===== src/rtl/utf8v_pkg.sv =====
// Shared types and constants for the UTF-8 stream validator.
// Used by the front classifier, the item queue and the back sequencer.
`timescale 1ns / 1ps

package utf8v_pkg;

    // Byte kinds as seen by the back end
    typedef enum logic [2:0] {
        CLS_NUL,
        CLS_ASCII,
        CLS_LEAD2,
        CLS_LEAD3,
        CLS_LEAD4,
        CLS_CONT,
        CLS_BAD
    } t_byte_class;

    // Classified byte: kind, code point bits it carries, end of text flag
    typedef struct packed {
        t_byte_class kind;
        logic [5:0]  bits;
        logic        last;
    } t_item;

    localparam int unsigned ACC_W = 21;

    typedef logic [ACC_W-1:0] t_acc;

    // Verdict codes
    localparam logic [1:0] VERDICT_BUSY    = 2'd0;
    localparam logic [1:0] VERDICT_VALID   = 2'd1;
    localparam logic [1:0] VERDICT_INVALID = 2'd2;

    // Sequence kinds
    localparam logic [1:0] SEQ_NONE  = 2'd0;
    localparam logic [1:0] SEQ_TWO   = 2'd1;
    localparam logic [1:0] SEQ_THREE = 2'd2;
    localparam logic [1:0] SEQ_FOUR  = 2'd3;

    // Code point limits
    localparam t_acc CP_MIN_TWO    = 21'h00080;
    localparam t_acc CP_MIN_THREE  = 21'h00800;
    localparam t_acc CP_MIN_FOUR   = 21'h10000;
    localparam t_acc CP_MAX        = 21'h10FFFF;
    localparam t_acc CP_SURR_LO    = 21'h0D800;
    localparam t_acc CP_SURR_HI    = 21'h0DFFF;

endpackage


===== src/rtl/utf8v_front.sv =====
// Front end: takes bytes from the input stream and classifies them.
// Depends on utf8v_pkg; feeds utf8v_queue.
`timescale 1ns / 1ps

module utf8v_front
    import utf8v_pkg::*;
(
    input  logic       i_rst_n,
    input  logic       i_s_axis_tvalid,
    output logic       o_s_axis_tready,
    input  logic [7:0] i_s_axis_tdata,   // [7:0] data_byte
    input  logic       i_s_axis_tlast,   // end_of_text
    input  logic       i_q_full,
    output logic       o_push,
    output t_item      o_item
);

    t_item w_item;

    always_comb begin
        w_item.last = i_s_axis_tlast;
        w_item.bits = 6'd0;
        w_item.kind = CLS_BAD;
        if (i_s_axis_tdata == 8'h00) begin
            w_item.kind = CLS_NUL;
        end else if (i_s_axis_tdata[7] == 1'b0) begin
            w_item.kind = CLS_ASCII;
        end else if (i_s_axis_tdata[7:6] == 2'b10) begin
            w_item.kind = CLS_CONT;
            w_item.bits = i_s_axis_tdata[5:0];
        end else if (i_s_axis_tdata[7:5] == 3'b110) begin
            w_item.kind = CLS_LEAD2;
            w_item.bits = {1'b0, i_s_axis_tdata[4:0]};
        end else if (i_s_axis_tdata[7:4] == 4'b1110) begin
            w_item.kind = CLS_LEAD3;
            w_item.bits = {2'b00, i_s_axis_tdata[3:0]};
        end else if (i_s_axis_tdata[7:3] == 5'b11110) begin
            w_item.kind = CLS_LEAD4;
            w_item.bits = {3'b000, i_s_axis_tdata[2:0]};
        end
    end

    // Ready follows queue space only; the reset term keeps the port quiet in reset
    assign o_s_axis_tready = i_rst_n & ~i_q_full;
    assign o_push          = i_s_axis_tvalid & o_s_axis_tready;
    assign o_item          = w_item;

endmodule


===== src/rtl/utf8v_queue.sv =====
// Two-entry queue of classified bytes between the front and back ends.
// Depends on utf8v_pkg.
`timescale 1ns / 1ps

module utf8v_queue
    import utf8v_pkg::*;
(
    input  logic  i_clk,
    input  logic  i_rst_n,
    input  logic  i_push,
    input  t_item i_item,
    output logic  o_full,
    input  logic  i_pop,
    output logic  o_valid,
    output t_item o_item
);

    t_item      r_mem [2];
    logic       r_wr_ptr;
    logic       r_rd_ptr;
    logic [1:0] r_count;

    assign o_full  = (r_count == 2'd2);
    assign o_valid = (r_count != 2'd0);
    assign o_item  = r_mem[r_rd_ptr];

    always_ff @(posedge i_clk) begin
        if (!i_rst_n) begin
            r_wr_ptr <= 1'b0;
            r_rd_ptr <= 1'b0;
            r_count  <= 2'd0;
        end else begin
            if (i_push) begin
                r_wr_ptr <= ~r_wr_ptr;
            end
            if (i_pop) begin
                r_rd_ptr <= ~r_rd_ptr;
            end
            case ({i_push, i_pop})
                2'b10:   r_count <= r_count + 2'd1;
                2'b01:   r_count <= r_count - 2'd1;
                default: r_count <= r_count;
            endcase
        end
    end

    always_ff @(posedge i_clk) begin
        if (i_push) begin
            r_mem[r_wr_ptr] <= i_item;
        end
    end

endmodule


===== src/rtl/utf8v_back.sv =====
// Back end: gathers code point bits, checks sequences and registers the verdict.
// Depends on utf8v_pkg; pops utf8v_queue.
`timescale 1ns / 1ps

module utf8v_back
    import utf8v_pkg::*;
(
    input  logic       i_clk,
    input  logic       i_rst_n,
    input  logic       i_q_valid,
    input  t_item      i_item,
    output logic       o_pop,
    output logic       o_m_axis_tvalid,
    input  logic       i_m_axis_tready,
    output logic [7:0] o_m_axis_tdata,   // [1:0] verdict, [7:2] zero
    output logic       o_m_axis_tlast    // text_done
);

    logic [1:0] r_rem;
    logic [1:0] r_len;
    t_acc       r_acc;
    logic       r_err;
    logic       r_out_valid;
    logic [1:0] r_verdict;
    logic       r_done;

    logic [1:0] n_rem;
    logic [1:0] n_len;
    t_acc       n_acc;
    logic       n_err;
    logic [1:0] n_verdict;
    t_acc       w_shifted;
    t_acc       w_min;

    // Advance when the output slot is free or being emptied this cycle
    assign o_pop = i_q_valid & (~r_out_valid | i_m_axis_tready);

    assign w_shifted = {r_acc[ACC_W-7:0], i_item.bits};

    always_comb begin
        case (r_len)
            SEQ_TWO:   w_min = CP_MIN_TWO;
            SEQ_THREE: w_min = CP_MIN_THREE;
            default:   w_min = CP_MIN_FOUR;
        endcase
    end

    always_comb begin
        n_rem = r_rem;
        n_len = r_len;
        n_acc = r_acc;
        n_err = r_err;
        if (!r_err) begin
            if (r_rem == 2'd0) begin
                case (i_item.kind)
                    CLS_ASCII: ;
                    CLS_LEAD2: begin
                        n_rem = 2'd1;
                        n_len = SEQ_TWO;
                        n_acc = t_acc'(i_item.bits);
                    end
                    CLS_LEAD3: begin
                        n_rem = 2'd2;
                        n_len = SEQ_THREE;
                        n_acc = t_acc'(i_item.bits);
                    end
                    CLS_LEAD4: begin
                        n_rem = 2'd3;
                        n_len = SEQ_FOUR;
                        n_acc = t_acc'(i_item.bits);
                    end
                    default: n_err = 1'b1;
                endcase
            end else if (i_item.kind != CLS_CONT) begin
                n_err = 1'b1;
            end else begin
                n_acc = w_shifted;
                n_rem = r_rem - 2'd1;
                if (r_rem == 2'd1) begin
                    if ((w_shifted < w_min) || (w_shifted > CP_MAX) ||
                        ((w_shifted >= CP_SURR_LO) && (w_shifted <= CP_SURR_HI))) begin
                        n_err = 1'b1;
                    end
                    n_len = SEQ_NONE;
                    n_acc = '0;
                end
            end
        end
        if (i_item.last) begin
            if (n_rem != 2'd0) begin
                n_err = 1'b1;
            end
            n_verdict = n_err ? VERDICT_INVALID : VERDICT_VALID;
            n_rem     = 2'd0;
            n_len     = SEQ_NONE;
            n_acc     = '0;
            n_err     = 1'b0;
        end else begin
            n_verdict = n_err ? VERDICT_INVALID : VERDICT_BUSY;
        end
    end

    always_ff @(posedge i_clk) begin
        if (!i_rst_n) begin
            r_rem       <= 2'd0;
            r_len       <= SEQ_NONE;
            r_acc       <= '0;
            r_err       <= 1'b0;
            r_out_valid <= 1'b0;
        end else begin
            if (o_pop) begin
                r_rem       <= n_rem;
                r_len       <= n_len;
                r_acc       <= n_acc;
                r_err       <= n_err;
                r_out_valid <= 1'b1;
            end else if (i_m_axis_tready) begin
                r_out_valid <= 1'b0;
            end
        end
    end

    always_ff @(posedge i_clk) begin
        if (o_pop) begin
            r_verdict <= n_verdict;
            r_done    <= i_item.last;
        end
    end

    assign o_m_axis_tvalid = r_out_valid;
    assign o_m_axis_tdata  = {6'd0, r_verdict};
    assign o_m_axis_tlast  = r_done;

endmodule


===== src/rtl/utf8_stream_validator.sv =====
// UTF-8 stream validator: checks a byte stream for well-formed UTF-8 with no NUL.
// Result path: each input byte is written to the queue, then popped into the verdict register.
// Throughput: one byte per cycle while results are accepted; output back-pressure stalls the back end.
// Reset: synchronous, active low; clears sequence state, error flag, queue and output valid.
// Depends on utf8v_pkg, utf8v_front, utf8v_queue and utf8v_back.
`timescale 1ns / 1ps

module utf8_stream_validator
    import utf8v_pkg::*;
(
    input  logic       i_clk,
    input  logic       i_rst_n,
    input  logic       i_s_axis_tvalid,
    output logic       o_s_axis_tready,
    input  logic [7:0] i_s_axis_tdata,   // [7:0] data_byte
    input  logic       i_s_axis_tlast,   // end_of_text
    output logic       o_m_axis_tvalid,
    input  logic       i_m_axis_tready,
    output logic [7:0] o_m_axis_tdata,   // [1:0] verdict, [7:2] zero
    output logic       o_m_axis_tlast    // text_done
);

    logic  w_push;
    logic  w_pop;
    logic  w_full;
    logic  w_q_valid;
    t_item w_in_item;
    t_item w_q_item;

    utf8v_front u_front (
        .i_rst_n         (i_rst_n),
        .i_s_axis_tvalid (i_s_axis_tvalid),
        .o_s_axis_tready (o_s_axis_tready),
        .i_s_axis_tdata  (i_s_axis_tdata),
        .i_s_axis_tlast  (i_s_axis_tlast),
        .i_q_full        (w_full),
        .o_push          (w_push),
        .o_item          (w_in_item)
    );

    utf8v_queue u_queue (
        .i_clk   (i_clk),
        .i_rst_n (i_rst_n),
        .i_push  (w_push),
        .i_item  (w_in_item),
        .o_full  (w_full),
        .i_pop   (w_pop),
        .o_valid (w_q_valid),
        .o_item  (w_q_item)
    );

    utf8v_back u_back (
        .i_clk           (i_clk),
        .i_rst_n         (i_rst_n),
        .i_q_valid       (w_q_valid),
        .i_item          (w_q_item),
        .o_pop           (w_pop),
        .o_m_axis_tvalid (o_m_axis_tvalid),
        .i_m_axis_tready (i_m_axis_tready),
        .o_m_axis_tdata  (o_m_axis_tdata),
        .o_m_axis_tlast  (o_m_axis_tlast)
    );

endmodule


===== config.mk =====
export PLATFORM = sky130hd
export DESIGN_NAME = utf8_stream_validator
export DESIGN_NICKNAME = d
export VERILOG_FILES = /design/src/rtl/utf8v_pkg.sv /design/src/rtl/utf8v_front.sv /design/src/rtl/utf8v_queue.sv /design/src/rtl/utf8v_back.sv /design/src/rtl/utf8_stream_validator.sv
export SDC_FILE = /design/constraint.sdc
export NUM_CORES = 1
export LEC_CHECK = 0
export BUFFER_PORTS_ARGS = -buffer_cell sky130_fd_sc_hd__buf_2
export CORE_UTILIZATION = 58
export CTS_CLUSTER_DIAMETER = 60
export DETAILED_ROUTE_END_ITERATION = 8
export PLACE_DENSITY = 0.79
export SYNTH_ARGS = -nofsm -noshare
export SYNTH_HDL_FRONTEND = slang
export SYNTH_SLANG_ARGS = --single-unit

===== constraint.sdc =====
create_clock -name i_clk -period 3 [get_ports i_clk]
set_clock_uncertainty 0.1 [all_clocks]
set_input_delay 0.3 -clock i_clk [delete_from_list [all_inputs] [get_ports i_clk]]
set_output_delay 0.3 -clock i_clk [all_outputs]
set_load 0.03 [all_outputs]

==> flow_results.xml <==
<?xml version="1.0" encoding="UTF-8"?>
<metrics>
  <group name="clock_network">
    <metric name="clock-sinks" unit="">49</metric>
    <metric name="cts-root-to-sink-buffers" unit="">2</metric>
    <metric name="clkTransAtPathRegs" unit="ns">0.08</metric>
    <metric name="cts_htree_levels" unit="">2</metric>
    <metric name="tritoncts" unit="">yes</metric>
    <metric name="cts_buffer_count" unit="">5</metric>
    <metric name="ctsHoldBuffers" unit="">0</metric>
    <metric name="post-cts-setup-buffers" unit="">0</metric>
    <metric name="postCtsResizedCells" unit="">0</metric>
    <metric name="cts-root-buf" unit="">sky130_fd_sc_hd__clkbuf_8</metric>
    <metric name="worstSkewPairLatency" unit="ns">0.30</metric>
  </group>
  <group name="timing">
    <metric name="unrepaired_setup_endpoints_after_global_routing" unit="">false</metric>
    <metric name="max_clock_freq" unit="MHz">398</metric>
    <metric name="holdWs" unit="ns">0.0872</metric>
    <metric name="post-route-worst-setup-slack" unit="ns">0.489</metric>
    <metric name="tcrit_tclk_final" unit="">0.837</metric>
    <metric name="drv_slew" unit="">0</metric>
    <metric name="setup_tns" unit="ns">0</metric>
    <metric name="finalSetupViolCount" unit="">0</metric>
    <metric name="tightest_slew" unit="ns">0.722</metric>
    <metric name="slew_headroom" unit="">0.518</metric>
    <metric name="time_the_final_worst_path_needs_with_i_o_delays_and_setup" unit="ns">2.51</metric>
    <metric name="hold_violations" unit="">0</metric>
  </group>
  <group name="floorplanning">
    <metric name="core-area" unit="um2">3800</metric>
    <metric name="overall_die_height" unit="um">66.0</metric>
    <metric name="rows" unit="">22</metric>
    <metric name="top_level_ports" unit="">24</metric>
    <metric name="fp.dieW" unit="um">66.0</metric>
    <metric name="initial_cell_density_of_the_core" unit="">0.625</metric>
    <metric name="die-area" unit="um2">4350</metric>
  </group>
  <group name="pwr">
    <metric name="pwr_density_cell" unit="nW/um2">777</metric>
    <metric name="leakagePower" unit="uW">0.000997</metric>
    <metric name="totalPowerFinal" unit="uW">2000</metric>
    <metric name="max-vdd-ir-drop" unit="uV">408</metric>
  </group>
  <group name="routing">
    <metric name="drt_drc_violations_left" unit="">0</metric>
    <metric name="drt-wirelength-per-cell" unit="um">14.2</metric>
    <metric name="postRouteWirelength" unit="mm">4.13</metric>
    <metric name="first_iter_violations" unit="">119</metric>
    <metric name="via_count" unit="">1710</metric>
    <metric name="final_antenna_net_count" unit="">0</metric>
    <metric name="drt_pre_antenna_iters" unit="">4</metric>
    <metric name="via_per_inst" unit="">5.88</metric>
  </group>
  <group name="grt">
    <metric name="globalRouteOverflowTotal" unit="">0</metric>
    <metric name="grt_pass1_vias" unit="">1516</metric>
    <metric name="antenna_found_initial" unit="">0</metric>
    <metric name="gr-usage-all-layers" unit="">0.211</metric>
    <metric name="global_route_wire_length_before_repair" unit="mm">6.87</metric>
    <metric name="grt_max_degree" unit="">26</metric>
  </group>
  <group name="synthesis">
    <metric name="share_of_synthesized_area_spent_on_multiplexers" unit="">0.0432</metric>
    <metric name="synthArstFlopShare" unit="">0</metric>
    <metric name="synth_top_cells_by_count" unit="">26 x sky130_fd_sc_hd__dfxtp_1, 23 x sky130_fd_sc_hd__edfxtp_1, 18 x sky130_fd_sc_hd__nand2_1</metric>
    <metric name="synth_simple_gate_area_share" unit="">0.165</metric>
    <metric name="synth.most_common_cell" unit="">sky130_fd_sc_hd__dfxtp_1</metric>
    <metric name="yosys_register_bits" unit="">49</metric>
    <metric name="synth_xor_area_frac" unit="">0.0148</metric>
    <metric name="syn_area_per_cell" unit="um2">10.5</metric>
    <metric name="synthCells" unit="">226</metric>
    <metric name="post_synth_main_area_contributors" unit="">sky130_fd_sc_hd__edfxtp_1 29%, sky130_fd_sc_hd__dfxtp_1 22%, sky130_fd_sc_hd__ha_1 3.7%</metric>
    <metric name="synthesis.yosys.warnings" unit="">0</metric>
    <metric name="dominant_combinational_cell_family_by_area_after_synthesis" unit="">simple AND/OR/NAND/NOR gates</metric>
    <metric name="netlist-cell-type-count" unit="">51</metric>
    <metric name="yosysSeqAreaShare" unit="">0.510</metric>
    <metric name="synthAdderAreaFrac" unit="">0.0369</metric>
    <metric name="synth_area_leader_cell" unit="">sky130_fd_sc_hd__edfxtp_1</metric>
    <metric name="post_synth_edffs" unit="">23</metric>
    <metric name="synth_top_flop_cell" unit="">sky130_fd_sc_hd__dfxtp_1</metric>
    <metric name="synth_compound_area_frac" unit="">0.161</metric>
    <metric name="mappedNetlistArea" unit="um2">2370</metric>
    <metric name="post-synth-top-area-fraction" unit="">0.291</metric>
  </group>
  <group name="critical_path">
    <metric name="path_max_fanout" unit="">15</metric>
    <metric name="cp_slowest_cell" unit="">sky130_fd_sc_hd__dfxtp_1</metric>
    <metric name="worstPathBufferInverterCount" unit="">1</metric>
    <metric name="worst_ep_arrival_time" unit="ns">2.45</metric>
    <metric name="rr_worst_depth" unit="">6</metric>
    <metric name="crit-reg2reg-capture" unit="">u_back.r_verdict[1]$_DFFE_PP_</metric>
    <metric name="critical-path-max-stage-delay" unit="ns">0.80</metric>
    <metric name="worst-setup-path-type" unit="">register to register</metric>
    <metric name="critical_path_capture_point_type" unit="">register</metric>
    <metric name="worstSetupStartpointType" unit="">register</metric>
    <metric name="worst_path_cell_chain" unit="">mux2i_4 -&gt; inv_1 -&gt; o21ai_0 -&gt; a22oi_1 -&gt; a311oi_1 -&gt; o21ai_0</metric>
    <metric name="worst-endpoint-required" unit="ns">2.94</metric>
    <metric name="r2r_setup_slack" unit="ns">0.49</metric>
    <metric name="critical_path.most_common_cell" unit="">sky130_fd_sc_hd__o21ai_0</metric>
    <metric name="critPathTopFamily" unit="">flip-flops</metric>
  </group>
  <group name="worst_hold_path">
    <metric name="min_delay_worst_endpoint" unit="">u_queue.r_mem[0][0]$_DFFE_PP_</metric>
    <metric name="hold_depth" unit="">1</metric>
    <metric name="min_path_type" unit="">input port to register</metric>
    <metric name="timing.hold.worst.start" unit="">i_s_axis_tlast</metric>
  </group>
  <group name="place">
    <metric name="dp_hpwl" unit="mm">3.01</metric>
    <metric name="place_worst_setup_slack" unit="ns">0.488</metric>
    <metric name="gp_congestion" unit="">0.865</metric>
    <metric name="buffer_ports.inserted" unit="">17</metric>
  </group>
  <group name="outcome">
    <metric name="status" unit="">complete, no violations</metric>
  </group>
  <group name="final_layout">
    <metric name="final_net_count" unit="">262</metric>
    <metric name="insertedDiodeCount" unit="">0</metric>
    <metric name="final_layout_size_suffix_gt1_frac" unit="">0.123</metric>
    <metric name="flow.area_growth_from_synthesis" unit="%">8.32</metric>
    <metric name="layout.filler_cells" unit="">309</metric>
  </group>
  <group name="job">
    <metric name="max_cap_viol_count" unit="">0</metric>
  </group>
</metrics>
[flip-flops by register name, summed over array words and instances, names as in the netlist, named ones only]
name and cells:
u_back.r_rem 2, u_queue.r_mem 20, u_back.r_acc 15, u_back.o_m_axis_tvalid 1, u_back.r_err 1, u_queue.r_wr_ptr 1
u_queue.r_count 2, u_back.r_len 2, u_back.o_m_axis_tlast 1, u_back.r_verdict 2, u_queue.r_rd_ptr 1
[where the power goes]
part | leakage (uW) | internal [uW] | switching [uW] | total [uW]
logic | 0.000515 | 270 | 397 | 667
registers | 0.000425 | 810 | 82.0 | 892
clock network | 0.0000566 | 238 | 203 | 441
total | 0.000997 | 1320 | 682 | 2000
[metrics by stage]
| step | cells | util | area [um2] |
|---|---|---|---|
| finish | 291 | 0.677 | 2570 |
| global route | 291 | 0.677 | 2570 |
| CTS | 291 | 0.677 | 2570 |
| detailed placement | 283 | 0.648 | 2460 |
| global placement | 283 | 0.648 | 2460 |
| floorplan | 231 | - | 2390 |
[how the worst max path moves through the flow]
stage	from	endpoint	slack, ns	depth (start not counted)
CTS	register	u_back.r_acc[7]$_SDFFE_PN0P_	0.47	6
detailed placement	register	u_back.r_acc[7]$_SDFFE_PN0P_	0.49	6
floorplan	u_queue.r_count[0]$_SDFFE_PN0P_	u_queue.r_count[1]$_SDFFE_PN0P_	0.45	7
global route	register	u_back.r_acc[14]$_SDFFE_PN0P_	0.30	6
finish	register	u_back.r_verdict[1]$_DFFE_PP_	0.49	6
global placement	register	u_back.r_acc[14]$_SDFFE_PN0P_	0.57	6
[layout by cell type, fill, tap and decap left out, drive strengths merged, types with 7 or more instances in the layout]
| master | synthesis | routed |
|---|---|---|
| ha | 7 | 7 |
| and3 | 7 | 7 |
| edfxtp | 23 | 23 |
| nand2 | 18 | 18 |
| mux2i | 9 | 9 |
| clkbuf | 6 | 8 |
| nor2 | 13 | 13 |
| a22o | 8 | 8 |
| dfxtp | 26 | 26 |
| inv | 14 | 14 |
| buf | 11 | 21 |
| nand3 | 9 | 9 |
[metal layers]
metal,track usage,share of wire
met2,0.346,0.49
met5,0,0
met1,0.273,0.45
met4,0.0745,0.011
met3,0.0466,0.052
[cell families after synthesis]
family | Yosys count
simple gates | 74
compound gates | 51
flops | 49
buf+inv | 31
mux | 9
fa+ha+maj | 7
xor+xnor | 4
other cells | 1
[layout make-up]
class                      instances  area, um2  share of cell area
clock buffer                       8        111              0.0433
inverter                          14       52.6              0.0204
multi-input combinational        151       1020               0.397
sequential                        49       1210               0.471
tap                               48       60.1              0.0233
timing repair buffer              21        115              0.0447
Power figures use the tool's default switching activity.
